`config.mk`:
```
export PLATFORM = sky130hd
export DESIGN_NAME = ffn_ctrl
export DESIGN_NICKNAME = d
export VERILOG_FILES = /design/src/rtl/ffn_pkg.sv /design/src/rtl/ffn_ctrl.sv
export SDC_FILE = /design/constraint.sdc
export NUM_CORES = 1
export LEC_CHECK = 0
export BUFFER_PORTS_ARGS = -buffer_cell sky130_fd_sc_hd__buf_2
export CORE_ASPECT_RATIO = 1.1
export CORE_MARGIN = 8
export CORE_UTILIZATION = 59
export DETAILED_ROUTE_END_ITERATION = 12
export PLACE_DENSITY = 0.82
export SYNTH_ARGS = -nofsm -noshare
export SYNTH_HDL_FRONTEND = slang
export SYNTH_SLANG_ARGS = --single-unit
```
`constraint.sdc`:
```
create_clock -name clk -period 4.4 [get_ports clk]
set_input_delay 0.66 -clock clk [delete_from_list [all_inputs] [get_ports clk]]
set_output_delay 0.66 -clock clk [all_outputs]
set_load 0.01 [all_outputs]
```
`src/rtl/ffn_pkg.sv`:
```
package ffn_pkg;

  localparam int OPCODE_W = 3;
  localparam int ADDR_W = 14;
  localparam int DATA_W = 8;
  localparam int INDEX_W = 6;
  localparam int ACC_W = 26;
  localparam int SUM_W = ACC_W + 2;
  localparam int CFG_INDEX_W = 2;
  localparam int CFG_DATA_W = 16;

  localparam logic [OPCODE_W-1:0] OP_W1 = 3'd0;
  localparam logic [OPCODE_W-1:0] OP_B1 = 3'd1;
  localparam logic [OPCODE_W-1:0] OP_W2 = 3'd2;
  localparam logic [OPCODE_W-1:0] OP_B2 = 3'd3;
  localparam logic [OPCODE_W-1:0] OP_TOKEN = 3'd4;

  localparam logic [CFG_INDEX_W-1:0] CFG_TOKEN_DIM = 2'd0;
  localparam logic [CFG_INDEX_W-1:0] CFG_HIDDEN_DIM = 2'd1;
  localparam logic [CFG_INDEX_W-1:0] CFG_QSHIFT = 2'd2;

  localparam logic [6:0] TOKEN_DIM_RST = 7'd32;
  localparam logic [8:0] HIDDEN_DIM_RST = 9'd64;
  localparam logic [3:0] QSHIFT_RST = 4'd7;

  localparam logic signed [SUM_W-1:0] SAT_MAX = 28'sd127;
  localparam logic signed [SUM_W-1:0] SAT_MIN = -28'sd128;

  typedef struct packed {
    logic [OPCODE_W-1:0]      opcode;
    logic [ADDR_W-1:0]        address;
    logic signed [DATA_W-1:0] value;
    logic                     end_of_token;
  } in_beat_t;

  typedef struct packed {
    logic signed [DATA_W-1:0] result_value;
    logic [INDEX_W-1:0]       result_index;
    logic                     last_result;
  } out_beat_t;

  typedef struct packed {
    logic issue;
    logic first;
    logic last;
    logic layer2;
    logic row_last;
  } ffn_cmd_t;

  typedef struct packed {
    logic row_done;
    logic out_taken;
  } ffn_stat_t;

endpackage

```
`src/rtl/ffn_ctrl.sv`:
```
module ffn_ctrl #(
  parameter int MAX_TOKEN_DIM = 64,
  parameter int MAX_HIDDEN_DIM = 256
) (
  input  logic                                     clk,
  input  logic                                     rst_n,
  input  logic                                     start,
  input  logic [$clog2(MAX_TOKEN_DIM+1)-1:0]       dt,
  input  logic [$clog2(MAX_HIDDEN_DIM+1)-1:0]      df,
  input  ffn_pkg::ffn_stat_t                       stat,
  output ffn_pkg::ffn_cmd_t                        cmd,
  output logic                                     idle,
  output logic [((MAX_TOKEN_DIM > 1) ? $clog2(MAX_TOKEN_DIM) : 1) >
                ((MAX_HIDDEN_DIM > 1) ? $clog2(MAX_HIDDEN_DIM) : 1) ?
                ((MAX_TOKEN_DIM > 1) ? $clog2(MAX_TOKEN_DIM) : 1) - 1 :
                ((MAX_HIDDEN_DIM > 1) ? $clog2(MAX_HIDDEN_DIM) : 1) - 1:0] k_idx,
  output logic [((MAX_TOKEN_DIM > 1) ? $clog2(MAX_TOKEN_DIM) : 1) >
                ((MAX_HIDDEN_DIM > 1) ? $clog2(MAX_HIDDEN_DIM) : 1) ?
                ((MAX_TOKEN_DIM > 1) ? $clog2(MAX_TOKEN_DIM) : 1) - 1 :
                ((MAX_HIDDEN_DIM > 1) ? $clog2(MAX_HIDDEN_DIM) : 1) - 1:0] row,
  output logic [$clog2(MAX_TOKEN_DIM*MAX_HIDDEN_DIM)-1:0] waddr
);
  import ffn_pkg::*;

  localparam int TAW = (MAX_TOKEN_DIM > 1) ? $clog2(MAX_TOKEN_DIM) : 1;
  localparam int HAW = (MAX_HIDDEN_DIM > 1) ? $clog2(MAX_HIDDEN_DIM) : 1;
  localparam int RW = (TAW > HAW) ? TAW : HAW;
  localparam int WAW = $clog2(MAX_TOKEN_DIM*MAX_HIDDEN_DIM);
  localparam int TDW = $clog2(MAX_TOKEN_DIM+1);
  localparam int HDW = $clog2(MAX_HIDDEN_DIM+1);
  localparam int DW = ((TDW > HDW) ? TDW : HDW) + 1;

  typedef enum logic [2:0] {
    S_IDLE, S_ISSUE, S_DRAIN, S_OUT
  } state_t;

  state_t        state_r;
  logic          layer2_r;
  logic [RW-1:0] k_r;
  logic [RW-1:0] o_r;
  logic [WAW-1:0] base_r;
  logic [DW-1:0] k_end;
  logic [DW-1:0] o_end;
  logic          k_at_end;
  logic          o_at_end;

  assign k_end = layer2_r ? DW'(df) - DW'(1) : DW'(dt) - DW'(1);
  assign o_end = layer2_r ? DW'(dt) - DW'(1) : DW'(df) - DW'(1);
  assign k_at_end = (DW'(k_r) == k_end);
  assign o_at_end = (DW'(o_r) == o_end);

  assign cmd.issue = (state_r == S_ISSUE);
  assign cmd.first = (k_r == '0);
  assign cmd.last = k_at_end;
  assign cmd.layer2 = layer2_r;
  assign cmd.row_last = o_at_end;
  assign idle = (state_r == S_IDLE);
  assign k_idx = k_r;
  assign row = o_r;
  assign waddr = base_r + WAW'(k_r);

  always_ff @(posedge clk) begin
    if (!rst_n) begin
      state_r <= S_IDLE;
      layer2_r <= 1'b0;
      k_r <= '0;
      o_r <= '0;
      base_r <= '0;
    end else begin
      case (state_r)
        S_IDLE: begin
          if (start) begin
            state_r <= S_ISSUE;
            layer2_r <= 1'b0;
            k_r <= '0;
            o_r <= '0;
            base_r <= '0;
          end
        end
        S_ISSUE: begin
          if (k_at_end) begin
            state_r <= S_DRAIN;
          end else begin
            k_r <= k_r + RW'(1);
          end
        end
        S_DRAIN: begin
          if (stat.row_done) begin
            k_r <= '0;
            if (layer2_r) begin
              state_r <= S_OUT;
            end else if (o_at_end) begin
              state_r <= S_ISSUE;
              layer2_r <= 1'b1;
              o_r <= '0;
              base_r <= '0;
            end else begin
              state_r <= S_ISSUE;
              o_r <= o_r + RW'(1);
              base_r <= base_r + WAW'(dt);
            end
          end
        end
        S_OUT: begin
          if (stat.out_taken) begin
            if (o_at_end) begin
              state_r <= S_IDLE;
            end else begin
              state_r <= S_ISSUE;
              o_r <= o_r + RW'(1);
              base_r <= base_r + WAW'(df);
            end
          end
        end
        default: state_r <= S_IDLE;
      endcase
    end
  end

endmodule

```
==> flow_summary.ini, run 1 <==
[status]
outcome = finished, final reports clean

[sta]
setup_total_negative_slack_ns = 0
timing.final.crit_period_ns = 3.95
unrepaired_setup_endpoints_after_global_routing = no
slew_viol_final = 0
worst_slew_pin_slew_ns = 0.880
final.setup_skew_ns = 0.00668
finalHoldViolCount = 0
finalCritPeriodShare = 0.898
post-route-worst-setup-slack_ns = 0.448
finalSetupViolations = 0
achievable-frequency_ghz = 0.253
slew_headroom = 0.414

[clock_network]
cts.clk_slew.worst_paths_ns = 0.07
tritoncts = yes
tritoncts_num_sinks = 33
ctsLongestPathBuffers = 2
holdBufCountCts = 0
cts_inserted_buffers = 5
setup_fix_buffers_added_after_clock_tree_synthesis = 0
cts_repair_resize_count = 0
cts_root_buffer = sky130_fd_sc_hd__clkbuf_8
cts_max_level = 2
insertion_delay_ns = 0.29

[die]
fp.coreArea_um2 = 6230
initial_core_util = 0.613
die_area_um2 = 9300
die_y_extent_um = 100
i_o_pin_count = 57
die_width_um = 92.7
num_rows = 30

[power]
static-leakage-power_nw = 1.85
power_per_cell_area_nw_per_um2 = 194
power.sequential.fraction = 0.387
share_comb_of_total_power = 0.294
clkPwrFrac = 0.319
max-vdd-ir-drop_mv = 0.116
netSwitchingFraction = 0.329
internal_power_mw = 0.548
power_switching_mw = 0.268

[setup_path]
crit_required_ns = 3.74
critPathArrivalTime_ns = 3.29
path_common_cell = sky130_fd_sc_hd__o21ai_0
regToRegSetupSlack_ns = 1.15
crit_path_top_delay_cell = sky130_fd_sc_hd__dfxtp_1
cp.buffers_inverters = 2
critical_path.cell_chain = ha_1 -> inv_1 -> fa_1 -> nor2b_1 -> o21ai_0 -> a21boi_0 -> o21ai_0 -> a21boi_0 -> o21ai_0 -> a21oi_1 -> nand3_1 -> xnor2_1 -> buf_2
crit_type = reg2out
critPathMaxStageDelay_ns = 0.46
critical_path.reg2reg.endpoint = base_r[6]
cp-start-kind = register
r2r_cells = 9
critical_path.max_fanout = 7
worst_r2r_startpoint = layer2_r
end_kind = output pin
worst_path_dominant_cell_family = compound AO/OA/AOI/OAI gates
timing.critical_path.from = k_idx[0]

[routing]
dr.first_iter.drc_count = 362
drt-vias-per-instance = 6.46
remaining_drc_errors = 0
wl_per_cell_um = 18.3
routed_wl_um = 11100
drtPass1Iterations = 5
via_count = 3913
ant_nets = 0

[run]
number_of_max_cap_violations = 0

[yosys]
ys_seq_elements = 33
syn_area_per_cell_um2 = 7.89
mappedNetlistNets = 537
synth_enable_flop_cells = 0
synth_area_um2 = 3820
synthFlopType = sky130_fd_sc_hd__dfxtp_1
ys_types = 78
synthesis.yosys.warnings = 0
synthArstFlopShare = 0
synth.yosys.seq_area_share = 0.173
post_synth_inst_count = 484

[worst_hold_path]
hold_path_class = reg2reg
timing.hold.worst.start = base_r[13]
holdPathEnd = base_r[13]
holdPathStages = 2

[layout]
layout-drive-gt1-share = 0.163
design.final.nets = 578
fillerInstances = 561
synthToLayoutAreaGrowth_pct = 10.1
number_of_diodes = 0

[global_routing]
grt_start_max_net_pins = 32
grt_util_all_layers = 0.242
antenna_violations_before_repair = 0
wire_length_of_the_first_global_routing_pass_um = 18300
first_global_vias = 3751
grt_remaining_overflow = 0

[placed_design]
post-dp-hpwl_um = 8400
placement.setup.worst_slack_ns = 0.507
gp_routability_congestion = 0.885
io_buffers = 56
-- cell type report --
type / instances / area [um2] / share of cell area
multi-input cells: 401 / 2940 / 0.699
flip-flops and latches: 33 / 661 / 0.157
repair buffers: 60 / 310 / 0.0739
well taps: 80 / 100 / 0.0238
clock buffers: 7 / 96.3 / 0.0229
inverters: 24 / 92.6 / 0.0220
clock inverters: 1 / 5.00 / 0.00119
-- per-layer routing --
metal	GRT usage	wire length [um]
met3	0.0396	802
met1	0.284	4500
met4	0.119	400
met5	0	0
met2	0.415	5380
-- how the worst max path moves through the flow --
stage                            to  slack [ns]  depth (start not counted)
final                     waddr[12]        0.45                         13
after global routing      waddr[12]        0.16                         13
after CTS                 waddr[12]        0.45                         13
after detailed placement  base_r[6]        0.51                         12
after global placement       cmd[0]        0.63                         10
after floorplan              cmd[0]        0.95                          9
-- Yosys cell counts (3+ instances only) --
| library cell | count | area [um2] |
|---|---|---|
| sky130_fd_sc_hd__nand2_1 | 38 | 143 |
| sky130_fd_sc_hd__nor2_1 | 38 | 143 |
| sky130_fd_sc_hd__dfxtp_1 | 33 | 661 |
| sky130_fd_sc_hd__ha_1 | 29 | 363 |
| sky130_fd_sc_hd__xnor2_1 | 29 | 254 |
| sky130_fd_sc_hd__o21ai_0 | 28 | 140 |
| sky130_fd_sc_hd__a21oi_1 | 24 | 120 |
| sky130_fd_sc_hd__inv_1 | 22 | 82.6 |
| sky130_fd_sc_hd__xor2_1 | 18 | 158 |
| sky130_fd_sc_hd__clkbuf_1 | 16 | 60.1 |
| sky130_fd_sc_hd__nor3_1 | 16 | 80.1 |
| sky130_fd_sc_hd__nor2b_1 | 15 | 93.8 |
| sky130_fd_sc_hd__nor3b_1 | 15 | 113 |
| sky130_fd_sc_hd__and3_1 | 12 | 75.1 |
| sky130_fd_sc_hd__a21o_1 | 9 | 67.6 |
| sky130_fd_sc_hd__a221oi_1 | 8 | 70.1 |
| sky130_fd_sc_hd__nand3_1 | 8 | 40.0 |
| sky130_fd_sc_hd__mux2i_1 | 7 | 70.1 |
| sky130_fd_sc_hd__a21boi_0 | 6 | 45.0 |
| sky130_fd_sc_hd__or3_1 | 6 | 37.5 |
| sky130_fd_sc_hd__nand2b_1 | 5 | 31.3 |
| sky130_fd_sc_hd__nand4_1 | 5 | 31.3 |
| sky130_fd_sc_hd__a22oi_1 | 4 | 30.0 |
| sky130_fd_sc_hd__nor4_1 | 4 | 25.0 |
| sky130_fd_sc_hd__o32ai_1 | 4 | 35.0 |
| sky130_fd_sc_hd__xnor3_1 | 4 | 90.1 |
| sky130_fd_sc_hd__a311oi_1 | 3 | 26.3 |
| sky130_fd_sc_hd__a32oi_1 | 3 | 26.3 |
| sky130_fd_sc_hd__and2_1 | 3 | 18.8 |
| sky130_fd_sc_hd__buf_2 | 3 | 15.0 |
| sky130_fd_sc_hd__buf_4 | 3 | 22.5 |
| sky130_fd_sc_hd__fa_1 | 3 | 60.1 |
| sky130_fd_sc_hd__nand3b_1 | 3 | 22.5 |
| sky130_fd_sc_hd__or2_2 | 3 | 18.8 |
-- cells by family after synthesis --
logic type,after synthesis,synth area share
buffers and inverters,50,0.0577
xor gates and xnor gates,52,0.138
DFF,33,0.173
muxes,8,0.0213
and+or+nand+nor,182,0.259
adders and majority gates,32,0.111
AOI/OAI and AO/OA,127,0.240
-- worst min-delay path: cells and delay by family (launching register included) --
kind | cells | cell delay [ns]
AO/OA/AOI/OAI | 1 | 0.06
flip-flops | 1 | 0.34
AND/OR/NAND/NOR | 1 | 0.06
-- registers in the layout (all words and copies together) (netlist names) --
| signal | cells |
|---|---|
| base_r | 14 |
| k_idx | 8 |
| layer2_r | 1 |
| row | 8 |
| state_r | 2 |
-- cell usage in the layout (no fill, tap or decap), types with 15 or more instances in the layout --
cell | synthesis | final
sky130_fd_sc_hd__xnor2_1 | 29 | 29
sky130_fd_sc_hd__nor2_1 | 38 | 38
sky130_fd_sc_hd__buf_2 | 3 | 56
sky130_fd_sc_hd__nor3b_1 | 15 | 15
sky130_fd_sc_hd__ha_1 | 29 | 29
sky130_fd_sc_hd__inv_1 | 22 | 22
sky130_fd_sc_hd__nor2b_1 | 15 | 15
sky130_fd_sc_hd__o21ai_0 | 28 | 28
sky130_fd_sc_hd__a21oi_1 | 24 | 24
sky130_fd_sc_hd__dfxtp_1 | 33 | 33
sky130_fd_sc_hd__xor2_1 | 18 | 18
sky130_fd_sc_hd__nand2_1 | 38 | 38
sky130_fd_sc_hd__nor3_1 | 16 | 16
-- stage by stage --
stage          hold WS, ns  area (um2)  cells  total power, mW   util
3_3_place_gp         0.480        4100    598            0.549  0.658
6_report             0.505        4200    606            0.817  0.674
4_1_cts              0.510        4200    606            0.819  0.674
5_1_grt              0.548        4200    606            0.856  0.674
2_1_floorplan        0.464        3820    484            0.489      -
3_5_place_dp         0.498        4100    598            0.558  0.658
-- power by group through the flow --
stage	logic [mW]	clock network, mW	registers, mW
3_3_place_gp	0.226	0	0.323
3_5_place_dp	0.235	0	0.323
2_1_floorplan	0.170	0	0.319
5_1_grt	0.265	0.274	0.318
4_1_cts	0.237	0.266	0.316
6_report	0.240	0.261	0.316
Note: power is estimated with default switching activity, not from simulation.
==> inputs of run 2 (changes only) <==
--- a/config.mk
+++ b/config.mk
@@ -6,11 +6,12 @@
 export NUM_CORES = 1
 export LEC_CHECK = 0
 export BUFFER_PORTS_ARGS = -buffer_cell sky130_fd_sc_hd__buf_2
+export CAP_MARGIN = 25
 export CORE_ASPECT_RATIO = 1.1
 export CORE_MARGIN = 8
-export CORE_UTILIZATION = 59
+export CORE_UTILIZATION = 53
 export DETAILED_ROUTE_END_ITERATION = 12
-export PLACE_DENSITY = 0.82
+export PLACE_DENSITY = 0.78
 export SYNTH_ARGS = -nofsm -noshare
 export SYNTH_HDL_FRONTEND = slang
 export SYNTH_SLANG_ARGS = --single-unit
==> constraint.sdc (replaced) <==
create_clock -name clk -period 3.6 [get_ports clk]
set_input_delay 0.54 -clock clk [delete_from_list [all_inputs] [get_ports clk]]
set_output_delay 0.54 -clock clk [all_outputs]
set_load 0.01 [all_outputs]
==> run 2 against run 1 <==
Effect of this change: non-clock buffer count is 12 higher; sequential share of layout area shrank 0.45 points; global-route usage shrank 3.1 points; worst setup slack got worse by 0.19 ns; power increased by 37%; register-to-register slack lost 0.69 ns; clock-buffer cell count fell by 2; critical endpoint is now cmd[0]; highest routed layer unchanged.
==> flow_summary.ini, run 2 (synthesis gave the netlist of run 1 again) <==
[status]
outcome = finished, final reports clean

[power]
share_comb_of_total_power = 0.266
clkPwrFrac = 0.389
max-vdd-ir-drop_mv = 0.187
total_power_mw = 1.12
static-leakage-power_nw = 1.93
power.sequential.fraction = 0.344
internal_power_mw = 0.779
netSwitchingFraction = 0.305
power_switching_mw = 0.342
power_per_cell_area_nw_per_um2 = 258

[layout]
stdcell_count = 623
registers.top_by_ff_count = base_r
design_area_um2 = 4340
fillerInstances = 641
largest_register_ff_count = 14
layout-drive-gt1-share = 0.190
design.final.nets = 590
final_common_cell = sky130_fd_sc_hd__buf_2
number_of_diodes = 0
synthToLayoutAreaGrowth_pct = 13.7
most-common-layout-cells = sky130_fd_sc_hd__buf_2 (56), sky130_fd_sc_hd__nor2_1 (38), sky130_fd_sc_hd__nand2_1 (38)

[setup_path]
crit_required_ns = 3.06
crit_type = in2out
crit_path_top_delay_cell = sky130_fd_sc_hd__or4_1
path_common_cell = sky130_fd_sc_hd__buf_2
worst_path_dominant_cell_family = simple AND/OR/NAND/NOR gates
critPathArrivalTime_ns = 2.80
end_kind = output pin
cp-start-kind = input pin
critical_path.cell_chain = buf_2 -> or4_1 -> nor3_1 -> o211ai_1 -> a2111oi_2 -> nand4_4 -> inv_4 -> buf_2
critPathMaxStageDelay_ns = 0.68
critical_path.max_fanout = 8
cp.buffers_inverters = 3
regToRegSetupSlack_ns = 0.46

[sta]
finalCritPeriodShare = 0.927
setup_total_negative_slack_ns = 0
final.hold.worst_slack_ns = 0.505
timing.final.crit_period_ns = 3.34
slew_viol_final = 0
finalSetupViolations = 0
final.setup_skew_ns = 0.00671
achievable-frequency_ghz = 0.300
unrepaired_setup_endpoints_after_global_routing = no
finalHoldViolCount = 0
slew_headroom = 0.493
worst_slew_pin_slew_ns = 0.758

[routing]
remaining_drc_errors = 0
dr.first_iter.drc_count = 351
drt-vias-per-instance = 6.13
drtPass1Iterations = 4
routed_wl_um = 11000
ant_nets = 0
wl_per_cell_um = 17.7
via_count = 3822

[die]
die_area_um2 = 10200
initial_core_util = 0.545
die_width_um = 96.9
num_rows = 32
die_y_extent_um = 105
i_o_pin_count = 57
fp.coreArea_um2 = 7010

[global_routing]
grt_remaining_overflow = 0
grt_util_all_layers = 0.211
antenna_violations_before_repair = 0
wire_length_of_the_first_global_routing_pass_um = 18300
grt_start_max_net_pins = 32
first_global_vias = 3706

[clock_network]
cts_inserted_buffers = 5
insertion_delay_ns = 0.30
tritoncts_num_sinks = 33
cts_max_level = 2
tritoncts = yes
ctsLongestPathBuffers = 2
cts_root_buffer = sky130_fd_sc_hd__clkbuf_8
holdBufCountCts = 0
cts.clk_slew.worst_paths_ns = 0.08

[placed_design]
place_area_um2 = 4180
gp_routability_congestion = 0.945
post-dp-hpwl_um = 8490
io_buffers = 56
place_inst = 613

[run]
number_of_max_cap_violations = 0

[worst_hold_path]
hold_path_class = reg2reg
-- run 2: worst paths after layout --
check,startpoint,endpoint,cells after the start
setup / recovery,dt[0],cmd[0],8
hold / removal,base_r[13],base_r[13],2
setup reg to reg,layer2_r,base_r[2],11
hold reg to reg,base_r[13],base_r[13],2
-- run 2: repair_timing --
item,4_1_cts,5_1_grt
buffers inserted,1,1
endpoints found under the hold margin,0,0
resized for setup,2,5
endpoints found under the setup margin,2,3
pin swaps,1,3
-- run 2: power groups by stage --
stage,Sequential [mW],Combinational [mW],Clock [mW]
floorplan,0.390,0.208,0
global placement,0.394,0.287,0
detailed placement,0.394,0.293,0
CTS,0.386,0.296,0.435
global route,0.387,0.328,0.454
finish,0.386,0.299,0.436
-- run 2: metrics by stage --
| stage | utilization | worst slack (ns) |
|---|---|---|
| after global routing | 0.620 | 0.0186 |
| final | 0.620 | 0.262 |
| after floorplan | - | 0.351 |
| after global placement | 0.597 | 0.228 |
| after detailed placement | 0.597 | 0.131 |
| after CTS | 0.617 | 0.0160 |
-- run 2: area by class of cell --
| type | instances | area [um2] | area share |
|---|---|---|---|
| clock buffers | 5 | 68.8 | 0.0159 |
| inverters | 24 | 92.6 | 0.0213 |
| flip-flops and latches | 33 | 663 | 0.153 |
| clock inverters | 3 | 65.1 | 0.0150 |
| well taps | 85 | 106 | 0.0245 |
| multi-input cells | 401 | 2950 | 0.678 |
| repair buffers | 72 | 400 | 0.0922 |
-- run 2: worst min-delay path, stage by stage (launching register included) --
cell,delay [ns]
sky130_fd_sc_hd__dfxtp_1,0.34
sky130_fd_sc_hd__nand2_1,0.07
sky130_fd_sc_hd__o32ai_1,0.06
-- run 2: metal layers --
metal  part of all wire  vias to the layer above  wire [um]  GRT usage
met3              0.047                       23        522     0.0303
li1                   -                     1877          -          -
met4              0.025                        0        270     0.0770
met2               0.48                      120       5290      0.362
met1               0.45                     1802       4940      0.259
met5                  0                        -          0          0
==> inputs of run 3 (changes only) <==
--- a/config.mk
+++ b/config.mk
@@ -11,7 +11,8 @@
 export CORE_MARGIN = 8
 export CORE_UTILIZATION = 53
 export DETAILED_ROUTE_END_ITERATION = 12
-export PLACE_DENSITY = 0.78
+export PLACE_DENSITY_LB_ADDON = 0.15
+export SKIP_LAST_GASP = 1
 export SYNTH_ARGS = -nofsm -noshare
 export SYNTH_HDL_FRONTEND = slang
 export SYNTH_SLANG_ARGS = --single-unit
==> run 3 against run 2 <==
Effect of this change: final cell count up 0.48%; power down 13%; non-clock buffer count rose by 3; core utilization shrank 0.50 points; fmax is 0.93% lower; clock-buffer cell count up 1; wire length is 2.1% higher; first-iteration DRC count shrank 22%; critical endpoint is now waddr[12]; largest cell class unchanged; highest routed layer unchanged.
==> flow_summary.ini, run 3 (synthesis gave the netlist of run 1 again) <==
[status]
outcome = finished, final reports clean

[layout]
layout-drive-gt1-share = 0.189
fin_util = 0.615
number_of_diodes = 0
largest_register_ff_count = 14
registers.top_by_ff_count = base_r
most-common-layout-cells = sky130_fd_sc_hd__buf_2 (56), sky130_fd_sc_hd__nor2_1 (38), sky130_fd_sc_hd__nand2_1 (38)
synthToLayoutAreaGrowth_pct = 12.8
design.final.nets = 593
final_common_cell = sky130_fd_sc_hd__buf_2
design_area_um2 = 4310
stdcell_count = 626

[die]
num_rows = 32
fp.coreArea_um2 = 7010
i_o_pin_count = 57
initial_core_util = 0.545
die_y_extent_um = 105
die_width_um = 96.9
die_area_um2 = 10200

[clock_network]
insertion_delay_ns = 0.29
ctsLongestPathBuffers = 2
tritoncts = yes
tritoncts_num_sinks = 33
cts.clk_slew.worst_paths_ns = 0.08
cts_inserted_buffers = 5
cts_max_level = 2
cts_root_buffer = sky130_fd_sc_hd__clkbuf_8
holdBufCountCts = 0

[global_routing]
grt_start_max_net_pins = 32
grt_remaining_overflow = 0
first_global_vias = 3622
antenna_violations_before_repair = 0
wire_length_of_the_first_global_routing_pass_um = 18200
grt_util_all_layers = 0.213

[setup_path]
crit_required_ns = 3.06
regToRegSetupSlack_ns = 0.48
crit_type = reg2out
end_kind = output pin
cp-start-kind = register
critical_path.max_fanout = 4
critPathArrivalTime_ns = 2.83

[sta]
finalCritPeriodShare = 0.936
slew_viol_final = 0
slew_headroom = 0.484
post-route-worst-setup-slack_ns = 0.231
timing.final.crit_period_ns = 3.37
final.setup_skew_ns = 0.00930
unrepaired_setup_endpoints_after_global_routing = no
achievable-frequency_ghz = 0.297
final.hold.worst_slack_ns = 0.520
setup_total_negative_slack_ns = 0
worst_slew_pin_slew_ns = 0.773
finalHoldViolCount = 0
finalSetupViolations = 0

[routing]
ant_nets = 0
dr.first_iter.drc_count = 275
remaining_drc_errors = 0
drt-vias-per-instance = 6.16
via_count = 3856
wl_per_cell_um = 18.0
routed_wl_um = 11200
drtPass1Iterations = 5

[placed_design]
post-dp-hpwl_um = 8700
placement.setup.worst_slack_ns = 0.203
gp_routability_congestion = 0.919
place_inst = 618
io_buffers = 56
place_area_um2 = 4220

[power]
total_power_mw = 0.979
static-leakage-power_nw = 1.92
max-vdd-ir-drop_mv = 0.138
power_per_cell_area_nw_per_um2 = 227

[worst_hold_path]
hold_path_class = reg2reg

[run]
number_of_max_cap_violations = 0
run 3: cell count changes in the layout (fill, tap and decap cells not counted), sizes merged:
cell,change
clkbuf,+1
clkinv,+1
buf,+3
bufinv,-2
run 3: metal layers:
metal | vias up | track usage | part of all wire
met1 | 1814 | 0.255 | 0.43
met2 | 132 | 0.369 | 0.48
met4 | 0 | 0.0715 | 0.021
li1 | 1890 | - | -
met5 | - | 0 | 0
met3 | 20 | 0.0428 | 0.069
run 3: worst paths after layout:
kind	start	to	cells past startpoint
hold / removal	base_r[13]	base_r[13]	2
setup / recovery	base_r[0]	waddr[12]	13
setup reg to reg	layer2_r	base_r[7]	12
hold reg to reg	base_r[13]	base_r[13]	2
run 3: power breakdown:
group / internal [mW] / leakage (nW) / switching, mW / total (mW)
clock: 0.134 / 0.0450 / 0.154 / 0.289
combinational: 0.133 / 1.61 / 0.173 / 0.306
sequential: 0.373 / 0.268 / 0.0116 / 0.385
total: 0.640 / 1.92 / 0.339 / 0.979
run 3: timing repair:
item	CTS	global route
pin swaps	1	2
gates resized for setup	2	3
buffers inserted	0	0
setup endpoints to repair	1	1
run 3: critical path: stages (launching register included):
cell and delay, ns:
sky130_fd_sc_hd__dfxtp_2 0.36, sky130_fd_sc_hd__ha_1 0.17, sky130_fd_sc_hd__inv_1 0.05, sky130_fd_sc_hd__fa_1 0.40
sky130_fd_sc_hd__nor2b_1 0.13, sky130_fd_sc_hd__o21ai_0 0.10, sky130_fd_sc_hd__a21boi_1 0.20, sky130_fd_sc_hd__o21ai_0 0.13
sky130_fd_sc_hd__a21boi_1 0.25, sky130_fd_sc_hd__o21ai_1 0.13, sky130_fd_sc_hd__a21oi_2 0.17, sky130_fd_sc_hd__nand3_1 0.12
sky130_fd_sc_hd__xnor2_1 0.16, sky130_fd_sc_hd__buf_2 0.15
run 3: cell type report:
cell class,instances,area (um2)
Clock inverter,2,10.0
Timing Repair Buffer,75,423
Clock buffer,6,72.6
Tap cell,85,106
Inverter,24,92.6
Multi-Input combinational cell,401,2940
Fill cell,651,2700
Sequential cell,33,662
